**config.mk**
```make
export PLATFORM = sky130hd
export DESIGN_NAME = otsu_hist_mem
export DESIGN_NICKNAME = d
export VERILOG_FILES = /design/src/otsu_pkg.sv /design/src/otsu_hist_mem.sv
export SDC_FILE = /design/constraint.sdc
export NUM_CORES = 2
export LEC_CHECK = 0
export BUFFER_PORTS_ARGS = -buffer_cell sky130_fd_sc_hd__clkbuf_2
export CAP_MARGIN = 0
export CORE_UTILIZATION = 30
export CTS_CLUSTER_SIZE = 28
export DETAILED_ROUTE_END_ITERATION = 6
export PLACE_DENSITY = 0.5
export SYNTH_ARGS = -nofsm -noshare
export SYNTH_HDL_FRONTEND = slang
export SYNTH_SLANG_ARGS = --single-unit
```
**constraint.sdc**
```tcl
create_clock -name clk -period 7.2 [get_ports clk]
set_clock_uncertainty 0.1 [all_clocks]
set_input_delay 1.44 -clock clk [delete_from_list [all_inputs] [get_ports clk]]
set_output_delay 1.44 -clock clk [all_outputs]
set_load 0.01 [all_outputs]
```
**src/otsu_pkg.sv**
```systemverilog
package otsu_pkg;

    // gray weights in Q16
    localparam logic [15:0] W_CH0 = 16'd19589;
    localparam logic [15:0] W_CH1 = 16'd38470;
    localparam logic [15:0] W_CH2 = 16'd7471;

    localparam int LEVELS         = 256;
    localparam int LVL_W          = 8;
    localparam int MAX_PIXELS_DEF = 4096;

    localparam logic [LVL_W-1:0] LAST_BIN = 8'd255;
    localparam logic [7:0]       PIX_ON   = 8'hFF;
    localparam logic [7:0]       PIX_OFF  = 8'h00;

    // serial multiplier geometry
    localparam int MUL_A_W    = 96;
    localparam int MUL_B_W    = 48;
    localparam int MUL_DIG_W  = 16;
    localparam int MUL_DIGITS = MUL_A_W / MUL_DIG_W;
    localparam int MUL_P_W    = MUL_A_W + MUL_B_W;
    localparam int MUL_CNT_W  = $clog2(MUL_DIGITS);

    // histogram memory control
    typedef struct packed {
        logic             rd_en;
        logic             wr_en;
        logic [LVL_W-1:0] addr;
    } hist_req_t;

    // weighted gray value, truncated
    function automatic logic [7:0] gray_of(input logic [7:0] c0, input logic [7:0] c1,
                                           input logic [7:0] c2);
        logic [25:0] acc;
        acc = 26'(c0 * W_CH0) + 26'(c1 * W_CH1) + 26'(c2 * W_CH2);
        return acc[23:16];
    endfunction

endpackage

```
**src/otsu_hist_mem.sv**
```systemverilog
module otsu_hist_mem
    import otsu_pkg::*;
#(
    parameter int CW = 13
)
(
    input  logic            clk,
    input  logic            rst_n,
    input  hist_req_t       req,
    input  logic [CW-1:0]   wdata,
    output logic [CW-1:0]   rdata
);

    logic [CW-1:0]     mem [LEVELS];
    logic [LEVELS-1:0] valid_reg;
    logic [CW-1:0]     rdata_reg;
    logic              rvalid_reg;

    // storage array, read data registered
    always_ff @(posedge clk)
    begin
        if (req.wr_en)
        begin
            mem[req.addr] <= wdata;
        end
        if (req.rd_en)
        begin
            rdata_reg <= mem[req.addr];
        end
    end

    // per-bin valid bits so a bin never written reads as zero
    always_ff @(posedge clk or negedge rst_n)
    begin
        if (!rst_n)
        begin
            valid_reg  <= '0;
            rvalid_reg <= 1'b0;
        end
        else
        begin
            if (req.wr_en)
            begin
                valid_reg[req.addr] <= 1'b1;
            end
            if (req.rd_en)
            begin
                rvalid_reg <= valid_reg[req.addr];
            end
        end
    end

    assign rdata = rvalid_reg ? rdata_reg : '0;

endmodule

```
==> flow_metrics.py <==
metrics = {
    "status": {
        "status": "completed",
    },
    "cts": {
        "clk_latency_ns": 0.99,
        "cts_resized": 0,
        "clock-sinks": 3598,
        "cts_buffers": 382,
        "cts_tree": "yes",
        "post-cts-setup-buffer-count": 0,
        "clock_path_buffers": 4,
        "cts_max_level": 5,
        "hold_buffers": 0,
        "path_clk_slew_ns": 0.06,
        "root_buffer": "clkbuf_16",
    },
    "floorplanning": {
        "coreArea_mm2": 0.457,
        "die_h_um": 680,
        "rows": 248,
        "die-area_mm2": 0.463,
        "start_util_pct": 30.2,
        "die_x_um": 680,
        "ioPinCount": 38,
    },
    "logic_synthesis": {
        "ys_ff_latch": 3598,
        "synth_area_mm2": 0.138,
        "synth_cell_type_count": 51,
        "postSynthCellCount": 5942,
        "mappedNetlistNets": 5967,
        "yosys_warnings": 0,
        "synthArstFlopShare_pct": 7.14,
        "synth-edff-count": 3341,
        "synthFlopType": "edfxtp_1",
        "syn_area_per_cell_um2": 23.2,
        "seq_area_frac_synth_pct": 77.3,
    },
    "global_route": {
        "grt_pass1_vias": 67788,
        "grt_overflow": 0,
        "grt_pass1_wl_um": 554000,
        "antenna_found_initial": 25,
        "grt_max_degree": 193,
        "grt_usage_pct": 16.9,
    },
    "placement": {
        "pre_cts_ws_ns": 1.35,
        "globalplace.congestion": 0.819,
        "port_buffers": 37,
        "dp.final_hpwl_um": 230000,
        "placed_area_mm2": 0.148,
        "placed_cells": 12180,
    },
    "detailed_routing": {
        "m1WireLength_um": 167000,
        "viasPerCell": 5.07,
        "first_iter_violations": 7624,
        "wl_met3_um": 26200,
        "wl_met2_um": 190000,
        "vias": 65437,
        "wl_per_cell_um": 30.7,
        "ant_nets": 0,
        "top_layer": "met4",
        "drt_wl_total_um": 396000,
        "drc": 0,
        "drtPass1Iterations": 5,
    },
    "sta": {
        "max_slew_margin_pct": 7.07,
        "tightest_slew_ns": 1.38,
        "setup_viol": 0,
        "slew_viol_final": 0,
        "period_share_pct": 70.0,
        "fin_setup_tns_ns": 0,
        "grt_setup_unrepaired": "false",
        "hold_ws_ns": 0.249,
        "fmax_mhz": 198,
        "timing_hold_violations_final": 0,
        "layout_setup_ws_ns": 2.16,
        "layout_min_cycle_time_ns": 5.04,
    },
    "pwr": {
        "leakagePower_nw": 51.6,
        "power_density_mw_per_mm2": 281,
        "vdd_drop_max_uv": 191,
        "finalPower_mw": 45.2,
    },
    "worst_setup_path": {
        "worstPathMaxFanout": 57,
        "cpPeakStageDelay_ns": 1.15,
        "rrSetupSlack_ns": 3.82,
        "endpoint": "rvalid_reg$_DFFE_PN0P_",
        "crit_buf_inv": 2,
        "timing.rr.end": "rdata_reg[0]$_DFFE_PP_",
        "cpMaxStageDelayCell": "nor2b_2",
        "ff2ff_path_depth": 5,
        "critPathTopFamily": "compound AO/OA/AOI/OAI gates",
        "crit_path_start_kind": "input port",
        "cp.arrival_ns": 5.79,
        "criticalPathCategory": "in2reg",
        "r2r-start": "mem[171][0]$_DFFE_PP_",
        "crit_path_end_kind": "register",
        "path_depth": 9,
        "required_ns": 7.95,
        "crit_path_start": "req[1]",
        "path_cells": "buf_8 > buf_12 > nor2b_2 > a22oi_1 > and3_1 > o41ai_1 > a311o_1 > o311ai_0 > a41o_1",
    },
    "layout": {
        "drive_above_1_share_pct": 35.8,
        "area_growth_pct": 16.5,
        "seqCellArea_mm2": 0.107,
        "final_cells": 12894,
        "fin_util_pct": 35.2,
        "fin_nets": 6464,
        "multi_input_area_mm2": 0.0301,
        "fillCellCount": 42113,
        "final_area_mm2": 0.161,
        "largest_reg_flops": 3328,
    },
    "run": {
        "maxCapViolations": 0,
    },
    "min_path": {
        "min_path_type": "in2async",
    },
}
[worst reg2reg max path, delay by kind of cell (launching register included)]
family	cells	cell delay (ns)
mux	2	1.04
compound gates	1	1.00
simple gates	2	0.66
flops	1	0.37
[area by class of cell]
class	count	share of cell area [%]
diodes	10	0.0156
clock buffers	515	6.51
clock inverters	189	1.30
inverters	4	0.0101
multi-input cells	2022	18.7
flip-flops and latches	3598	66.4
well taps	6125	4.76
repair buffers	431	2.36
[placed cells by master (no fill, tap or decap), types with 5 or more instances in the layout]
cell type,n
a311oi_1,6
o21ai_0,10
diode_2,10
dfrtp_1,257
buf_12,40
clkinv_1,59
nor2b_1,9
nor2_1,206
and3_1,7
clkbuf_8,34
clkbuf_16,390
inv_6,6
nand3_1,42
buf_4,355
a22oi_1,42
clkinvlp_4,17
bufinv_16,33
clkbuf_1,101
nand2_1,80
and2_1,16
clkinv_16,8
clkinv_2,53
or2_2,258
nor3_1,7
nor2_2,70
nand3_2,10
clkinv_4,6
a21oi_1,26
a211oi_1,5
mux2i_1,42
nand4_1,18
buf_8,7
edfxtp_1,3341
mux2_2,5
mux4_2,1094
clkbuf_2,19
a32oi_1,16
[power by group]
group | internal, mW | total, mW | switching, mW
Combinational | 0.885 | 2.36 | 1.48
Sequential | 23.0 | 23.1 | 0.0815
Clock | 11.4 | 19.7 | 8.30
[metal layers]
metal	track usage [%]	up-vias
li1	-	26144
met1	23.4	36462
met2	27.4	2291
met3	2.84	540
met4	5.01	0
met5	0	-
[cell usage after synthesis (2+ instances only)]
cell type,instances,area [um^2]
and2_1,17,106
mux4_2,1094,24600
a211o_1,2,17.5
a2111o_1,2,22.5
a21oi_1,26,130
and3_1,7,43.8
buf_4,33,248
nand3_1,52,260
nand2_1,83,312
buf_2,98,490
nand4_1,18,113
a211oi_1,5,37.5
buf_1,35,131
or2_2,258,1610
a32oi_1,16,140
a221oi_1,3,26.3
nand2b_1,3,18.8
buf_6,11,124
dfrtp_1,257,6430
clkbuf_1,141,529
o32ai_1,2,17.5
mux2_2,5,56.3
a311oi_1,6,52.6
o22ai_1,4,25.0
a31oi_1,3,18.8
mux2i_1,42,420
nor2b_1,10,62.6
o2111ai_1,3,26.3
inv_1,3,11.3
o221ai_1,3,26.3
a22oi_1,42,315
edfxtp_1,3341,100000
o211ai_1,2,15.0
a2111oi_0,2,17.5
or4_1,3,22.5
o21ai_0,10,50.1
nor2_1,280,1050
nor3_1,7,35.0
[worst min-delay path by stage]
stage / start / to / slack, ns / cells past startpoint
2_1_floorplan: valid_reg[138]$_DFFE_PN0P_ / valid_reg[138]$_DFFE_PN0P_ / 0.33 / 1
3_3_place_gp: valid_reg[175]$_DFFE_PN0P_ / valid_reg[175]$_DFFE_PN0P_ / 0.34 / 1
3_5_place_dp: valid_reg[90]$_DFFE_PN0P_ / valid_reg[90]$_DFFE_PN0P_ / 0.35 / 1
4_1_cts: rst_n / valid_reg[23]$_DFFE_PN0P_ / 0.21 / 1
5_1_grt: rst_n / valid_reg[22]$_DFFE_PN0P_ / 0.23 / 1
6_report: rst_n / valid_reg[23]$_DFFE_PN0P_ / 0.25 / 1
[logic make-up after synthesis]
family | after synthesis | synth area share (%)
mux | 1141 | 18.2
compound gates | 139 | 0.730
simple gates | 742 | 2.66
flops | 3598 | 77.3
buf+inv | 322 | 1.11
No activity file was read; power rests on OpenSTA's default activity.
