[src/otsu_pkg.sv]
package otsu_pkg;

    // gray weights in Q16
    localparam logic [15:0] W_CH0 = 16'd19589;
    localparam logic [15:0] W_CH1 = 16'd38470;
    localparam logic [15:0] W_CH2 = 16'd7471;

    localparam int LEVELS         = 256;
    localparam int LVL_W          = 8;
    localparam int MAX_PIXELS_DEF = 4096;

    localparam logic [LVL_W-1:0] LAST_BIN = 8'd255;
    localparam logic [7:0]       PIX_ON   = 8'hFF;
    localparam logic [7:0]       PIX_OFF  = 8'h00;

    // serial multiplier geometry
    localparam int MUL_A_W    = 96;
    localparam int MUL_B_W    = 48;
    localparam int MUL_DIG_W  = 16;
    localparam int MUL_DIGITS = MUL_A_W / MUL_DIG_W;
    localparam int MUL_P_W    = MUL_A_W + MUL_B_W;
    localparam int MUL_CNT_W  = $clog2(MUL_DIGITS);

    // histogram memory control
    typedef struct packed {
        logic             rd_en;
        logic             wr_en;
        logic [LVL_W-1:0] addr;
    } hist_req_t;

    // weighted gray value, truncated
    function automatic logic [7:0] gray_of(input logic [7:0] c0, input logic [7:0] c1,
                                           input logic [7:0] c2);
        logic [25:0] acc;
        acc = 26'(c0 * W_CH0) + 26'(c1 * W_CH1) + 26'(c2 * W_CH2);
        return acc[23:16];
    endfunction

endpackage

[src/otsu_mul.sv]
module otsu_mul
    import otsu_pkg::*;
(
    input  logic               clk,
    input  logic               rst_n,
    input  logic               start,
    input  logic [MUL_A_W-1:0] a,
    input  logic [MUL_B_W-1:0] b,
    output logic               done,
    output logic [MUL_P_W-1:0] prod
);

    logic [MUL_A_W-1:0]   a_reg, a_next;
    logic [MUL_B_W-1:0]   b_reg, b_next;
    logic [MUL_P_W-1:0]   acc_reg, acc_next;
    logic [MUL_CNT_W-1:0] cnt_reg, cnt_next;
    logic                 busy_reg, busy_next;
    logic                 done_reg, done_next;
    logic [MUL_DIG_W+MUL_B_W-1:0] part;

    // one 16-bit digit of a per cycle, most significant first
    assign part = a_reg[MUL_A_W-1 -: MUL_DIG_W] * b_reg;

    always_comb
    begin
        a_next    = a_reg;
        b_next    = b_reg;
        acc_next  = acc_reg;
        cnt_next  = cnt_reg;
        busy_next = busy_reg;
        done_next = 1'b0;
        if (start)
        begin
            a_next    = a;
            b_next    = b;
            acc_next  = '0;
            cnt_next  = '0;
            busy_next = 1'b1;
        end
        else if (busy_reg)
        begin
            acc_next = (acc_reg << MUL_DIG_W) + MUL_P_W'(part);
            a_next   = a_reg << MUL_DIG_W;
            cnt_next = cnt_reg + 1'b1;
            if (cnt_reg == MUL_CNT_W'(MUL_DIGITS - 1))
            begin
                busy_next = 1'b0;
                done_next = 1'b1;
            end
        end
    end

    always_ff @(posedge clk or negedge rst_n)
    begin
        if (!rst_n)
        begin
            busy_reg <= 1'b0;
            done_reg <= 1'b0;
            cnt_reg  <= '0;
        end
        else
        begin
            busy_reg <= busy_next;
            done_reg <= done_next;
            cnt_reg  <= cnt_next;
        end
    end

    always_ff @(posedge clk)
    begin
        a_reg   <= a_next;
        b_reg   <= b_next;
        acc_reg <= acc_next;
    end

    assign done = done_reg;
    assign prod = acc_reg;

endmodule

[config.mk]
export PLATFORM = sky130hd
export DESIGN_NAME = otsu_mul
export DESIGN_NICKNAME = d
export VERILOG_FILES = /design/src/otsu_pkg.sv /design/src/otsu_mul.sv
export SDC_FILE = /design/constraint.sdc
export NUM_CORES = 2
export LEC_CHECK = 0
export ABC_AREA = 1
export BUFFER_PORTS_ARGS = -buffer_cell sky130_fd_sc_hd__buf_2
export CAP_MARGIN = 20
export CORE_AREA = 3 3 349 351
export CTS_CLUSTER_DIAMETER = 30
export DETAILED_ROUTE_END_ITERATION = 8
export DIE_AREA = 0 0 352 354
export GPL_ROUTABILITY_DRIVEN = 0
export GPL_TIMING_DRIVEN = 0
export HOLD_SLACK_MARGIN = 0.12
export MAX_ROUTING_LAYER = met4
export SLEW_MARGIN = 20
export SYNTH_ARGS = -nofsm -noshare
export SYNTH_HDL_FRONTEND = slang
export SYNTH_SLANG_ARGS = --single-unit
export TNS_END_PERCENT = 20
[constraint.sdc]
create_clock -name clk -period 5.3 [get_ports clk]
set_input_delay 0.53 -clock clk [delete_from_list [all_inputs] [get_ports clk]]
set_output_delay 0.53 -clock clk [all_outputs]
set_load 0.02 [all_outputs]
==> results.rst <==
.. list-table::
   :header-rows: 1

   * - Metric
     - Value
   * - Share of synthesized registers carrying an async set or reset
     - 1.71%
   * - Total die area
     - 125000 µm²
   * - Worst reg-to-reg path cell count
     - 25
   * - Crit path time final
     - 6130 ps
   * - Half-perimeter wire length after placement
     - 138000 µm
   * - Maximum clock path buffer count
     - 3
   * - Post-place instance area
     - 47800 µm²
   * - Total number of placement rows
     - 127
   * - Number of pins with negative max-slew slack in the final report
     - 0
   * - Violations in the final reports
     - setup timing
   * - Overall die width
     - 352 µm
   * - Starting density of the core
     - 35.9%
   * - Detailed-routing iteration count for the pre-antenna-repair pass
     - 8
   * - Sequential area share after synthesis
     - 17.1%
   * - Data required, critical path
     - 5810 ps
   * - Residual overflow from global routing
     - 0
   * - CTS tree
     - built
   * - Number of gates on the worst path with buffers counted
     - 25
   * - Critical Path Max Stage Delay
     - 550 ps
   * - Remaining number of nets flagged by the antenna check after routing
     - 0
   * - Clock Latency Late Sink
     - 680 ps
   * - Maximum operating frequency
     - 163 MHz
   * - Min-Delay Path Class
     - input port to register
   * - Average cell area after synthesis
     - 7.12 µm²
   * - CP Class
     - register to register
   * - CTS Root Buffer Type
     - sky130_fd_sc_hd__clkbuf_16
   * - Synthesized netlist cell count
     - 6013
   * - Count of state elements after synthesis
     - 293
   * - Maximum level of the CTS H-tree
     - 3
   * - Area of all placed cells without fillers
     - 56000 µm²
   * - # port buffers
     - 291
   * - Commonest register cell after synthesis
     - sky130_fd_sc_hd__edfxtp_1
   * - Per-cell via count in the routed design
     - 4.87
   * - Count of endpoints failing hold in the final timing report
     - 0
   * - Area growth syn-to-layout
     - 30.6%
   * - Largest net degree at the start of global routing
     - 57
   * - Remaining routing DRC violations
     - 0
   * - Number of buffer and inverter instances along the worst setup path
     - 8
   * - Met2 wire length
     - 74900 µm
   * - Distinct cell type count of the synthesized netlist
     - 43
   * - Tot GR Track Use
     - 27.7%
   * - Clock input transition at the sequential cells of the worst setup and hold paths
     - 50 ps
   * - Setup repair after global routing missed its margin
     - yes
   * - Routed wirelength normalized by instance count
     - 20.4 µm
   * - Arrival time of data at the critical path endpoint
     - 6640 ps
   * - Post-layout worst setup margin
     - -827 ps
   * - Worst hold path cell count
     - 3
   * - Ratio of cells with drive above 1 in the final layout
     - 21.7%
   * - Crit path capture type
     - register
   * - Post-layout net count
     - 7593
   * - Warnings, synthesis
     - 0
   * - Startpoint Class
     - register
   * - Critical path's top delay family
     - adder cells
   * - Wire length after detailed routing
     - 169000 µm
   * - Library cell with the largest summed area after synthesis
     - sky130_fd_sc_hd__fa_1
   * - Starting DRT DRC Count
     - 3374
   * - Cell seen most often among critical-path stages
     - sky130_fd_sc_hd__fa_1
   * - Final Cycle Share
     - 116%
   * - Largest clock skew in the final design
     - 49.6 ps
   * - Worst Max-Slew Pin Slew
     - 1170 ps
   * - Max_slew headroom
     - 21.9%
   * - Synth top area share
     - 32.2%
   * - Syn Std Cell Area
     - 42800 µm²
   * - Met1 Routed Length
     - 67000 µm
   * - Filler cell count in the final layout
     - 11700
   * - Total vias in the final route
     - 40400
   * - Clock sink count
     - 293
   * - Number of antenna violations at the first check in global routing
     - 1
   * - Setup-failing EPs final
     - 135
   * - Via count of the first global-routing pass
     - 40500
   * - Global-route wire length before repair
     - 252000 µm
   * - Top routing layer used
     - met4
   * - Total CTS buffers
     - 91
   * - Number of primary I/O pins
     - 292
   * - Largest register FFs
     - 144
   * - Wire length on met3
     - 15900 µm
   * - Critical-path top delay cell
     - sky130_fd_sc_hd__fa_1
   * - Status
     - finished with violations
   * - Max capacitance violation total
     - 0
   * - Height of the chip
     - 354 µm
   * - Syn Nets
     - 7004
   * - Crit-path max FO
     - 10
   * - Number of synthesized flops with an enable pin
     - 144
   * - Leading cell types by total area after synthesis
     - sky130_fd_sc_hd__fa_1, sky130_fd_sc_hd__nand2_1, sky130_fd_sc_hd__inv_1
   * - Core Region
     - 119000 µm²
[what timing repair did]
item,in CTS,in global routing
endpoints found under the hold margin,88,0
endpoints found under the setup margin,136,135
resized for setup,391,455
cloned,5,3
hold buffers,84,0
pin swaps,89,144
setup buffers,67,52
[synth_stat cells (5+ instances only)]
cell type and instances:
sky130_fd_sc_hd__a21oi_1 119, sky130_fd_sc_hd__and2_1 8, sky130_fd_sc_hd__buf_1 12, sky130_fd_sc_hd__buf_2 5
sky130_fd_sc_hd__clkbuf_1 208, sky130_fd_sc_hd__dfrtp_1 5, sky130_fd_sc_hd__dfxtp_1 144, sky130_fd_sc_hd__edfxtp_1 144
sky130_fd_sc_hd__fa_1 690, sky130_fd_sc_hd__ha_1 154, sky130_fd_sc_hd__inv_1 1618, sky130_fd_sc_hd__inv_2 12
sky130_fd_sc_hd__nand2_1 2067, sky130_fd_sc_hd__nand2_2 26, sky130_fd_sc_hd__nand3_1 194, sky130_fd_sc_hd__nand3_2 28
sky130_fd_sc_hd__nand4_1 33, sky130_fd_sc_hd__nor2_1 251, sky130_fd_sc_hd__nor2_2 41, sky130_fd_sc_hd__nor2_4 7
sky130_fd_sc_hd__nor3_1 36, sky130_fd_sc_hd__nor3_2 9, sky130_fd_sc_hd__nor4_1 7, sky130_fd_sc_hd__o21ai_0 106
sky130_fd_sc_hd__o21ai_1 21, sky130_fd_sc_hd__o21bai_1 10, sky130_fd_sc_hd__o22ai_1 19, sky130_fd_sc_hd__o32ai_1 7
[final cells by class]
| type | instances | area (µm²) | share of cell area [%] |
|---|---|---|---|
| Antenna cell | 1 | 2.50 | 0.00447 |
| Buffer | 220 | 2110 | 3.78 |
| Clock buffer | 106 | 2460 | 4.39 |
| Clock inverter | 63 | 802 | 1.43 |
| Inverter | 1634 | 6140 | 11.0 |
| Multi-Input combinational cell | 3858 | 31600 | 56.4 |
| Sequential cell | 293 | 7330 | 13.1 |
| Tap cell | 1612 | 2020 | 3.60 |
| Timing Repair Buffer | 504 | 3540 | 6.33 |
[metal layers]
layer	GRT usage, %	vias up
li1	-	18500
met1	34.7	19400
met2	42.0	1905
met3	5.68	475
met4	15.6	0
met5	-	-
[worst paths after layout]
path | from | to | slack (ps)
max | a_reg[86] | prod[60] | -830
min | a[38] | a_reg[38] | 160
max reg2reg | a_reg[86] | prod[60] | -830
min reg2reg | prod[128] | prod[128] | 450
max in group asynchronous | rst_n | busy_reg | 4870
min in group asynchronous | rst_n | done | 250
[per-stage QoR]
step / hold WS, ps / TNS (ps) / worst slack, ps / utilization [%] / std cells
finish: 155 / -89260 / -827 / 46.9 / 8291
global route: 131 / -117220 / -1020 / 46.9 / 8290
floorplan: 234 / -926 / -60.5 / - / 6013
detailed placement: 389 / -179250 / -1650 / 40.1 / 7919
global placement: 388 / -470550 / -2820 / 40.0 / 7916
CTS: 121 / -91950 / -816 / 45.4 / 8237
[placed cells by master, fill, tap and decap left out, types with 32 or more instances in the layout]
cell type,synthesis,layout
sky130_fd_sc_hd__clkbuf_16,0,121
sky130_fd_sc_hd__fa_1,690,639
sky130_fd_sc_hd__dlygate4sd3_1,0,84
sky130_fd_sc_hd__clkbuf_8,3,33
sky130_fd_sc_hd__inv_1,1618,1563
sky130_fd_sc_hd__nand4_1,33,33
sky130_fd_sc_hd__nor2_4,7,76
sky130_fd_sc_hd__ha_1,154,104
sky130_fd_sc_hd__nand2_1,2067,1834
sky130_fd_sc_hd__nand3_2,28,48
sky130_fd_sc_hd__clkbuf_4,0,37
sky130_fd_sc_hd__fa_2,0,51
sky130_fd_sc_hd__nor2_2,41,46
sky130_fd_sc_hd__edfxtp_1,144,144
sky130_fd_sc_hd__inv_2,12,66
sky130_fd_sc_hd__nor2_1,251,177
sky130_fd_sc_hd__o21ai_1,21,43
sky130_fd_sc_hd__nand2_2,26,184
sky130_fd_sc_hd__dfxtp_1,144,144
sky130_fd_sc_hd__ha_4,0,49
sky130_fd_sc_hd__buf_2,5,303
sky130_fd_sc_hd__nand2_4,0,74
sky130_fd_sc_hd__o21ai_0,106,73
sky130_fd_sc_hd__nand3_1,194,143
sky130_fd_sc_hd__a21oi_1,119,88
sky130_fd_sc_hd__clkbuf_1,208,48
sky130_fd_sc_hd__buf_4,0,122
sky130_fd_sc_hd__clkbuf_2,0,32
[cell families (layout without fill, tap and decap cells)]
| kind of cell | after synthesis | after routing | share of synthesized area, % |
|---|---|---|---|
| AND/OR/NAND/NOR | 2723 | 2723 | 26.1 |
| buffers and inverters | 1862 | 2527 | 16.4 |
| adder cells (fa/ha/maj) | 844 | 844 | 36.7 |
| flip-flops | 293 | 293 | 17.1 |
| AO/OA/AOI/OAI | 289 | 289 | 3.59 |
| XOR/XNOR | 2 | 2 | 0.0409 |
| other | 0 | 1 | 0 |
[worst min-delay path: cells and delay by family]
kind          cells  cell delay, ps
simple gates      2             100
buf+inv           1              80
Power is not shown: default switching activity piles up to over one toggle a cycle in this logic, so the estimate is an artifact.
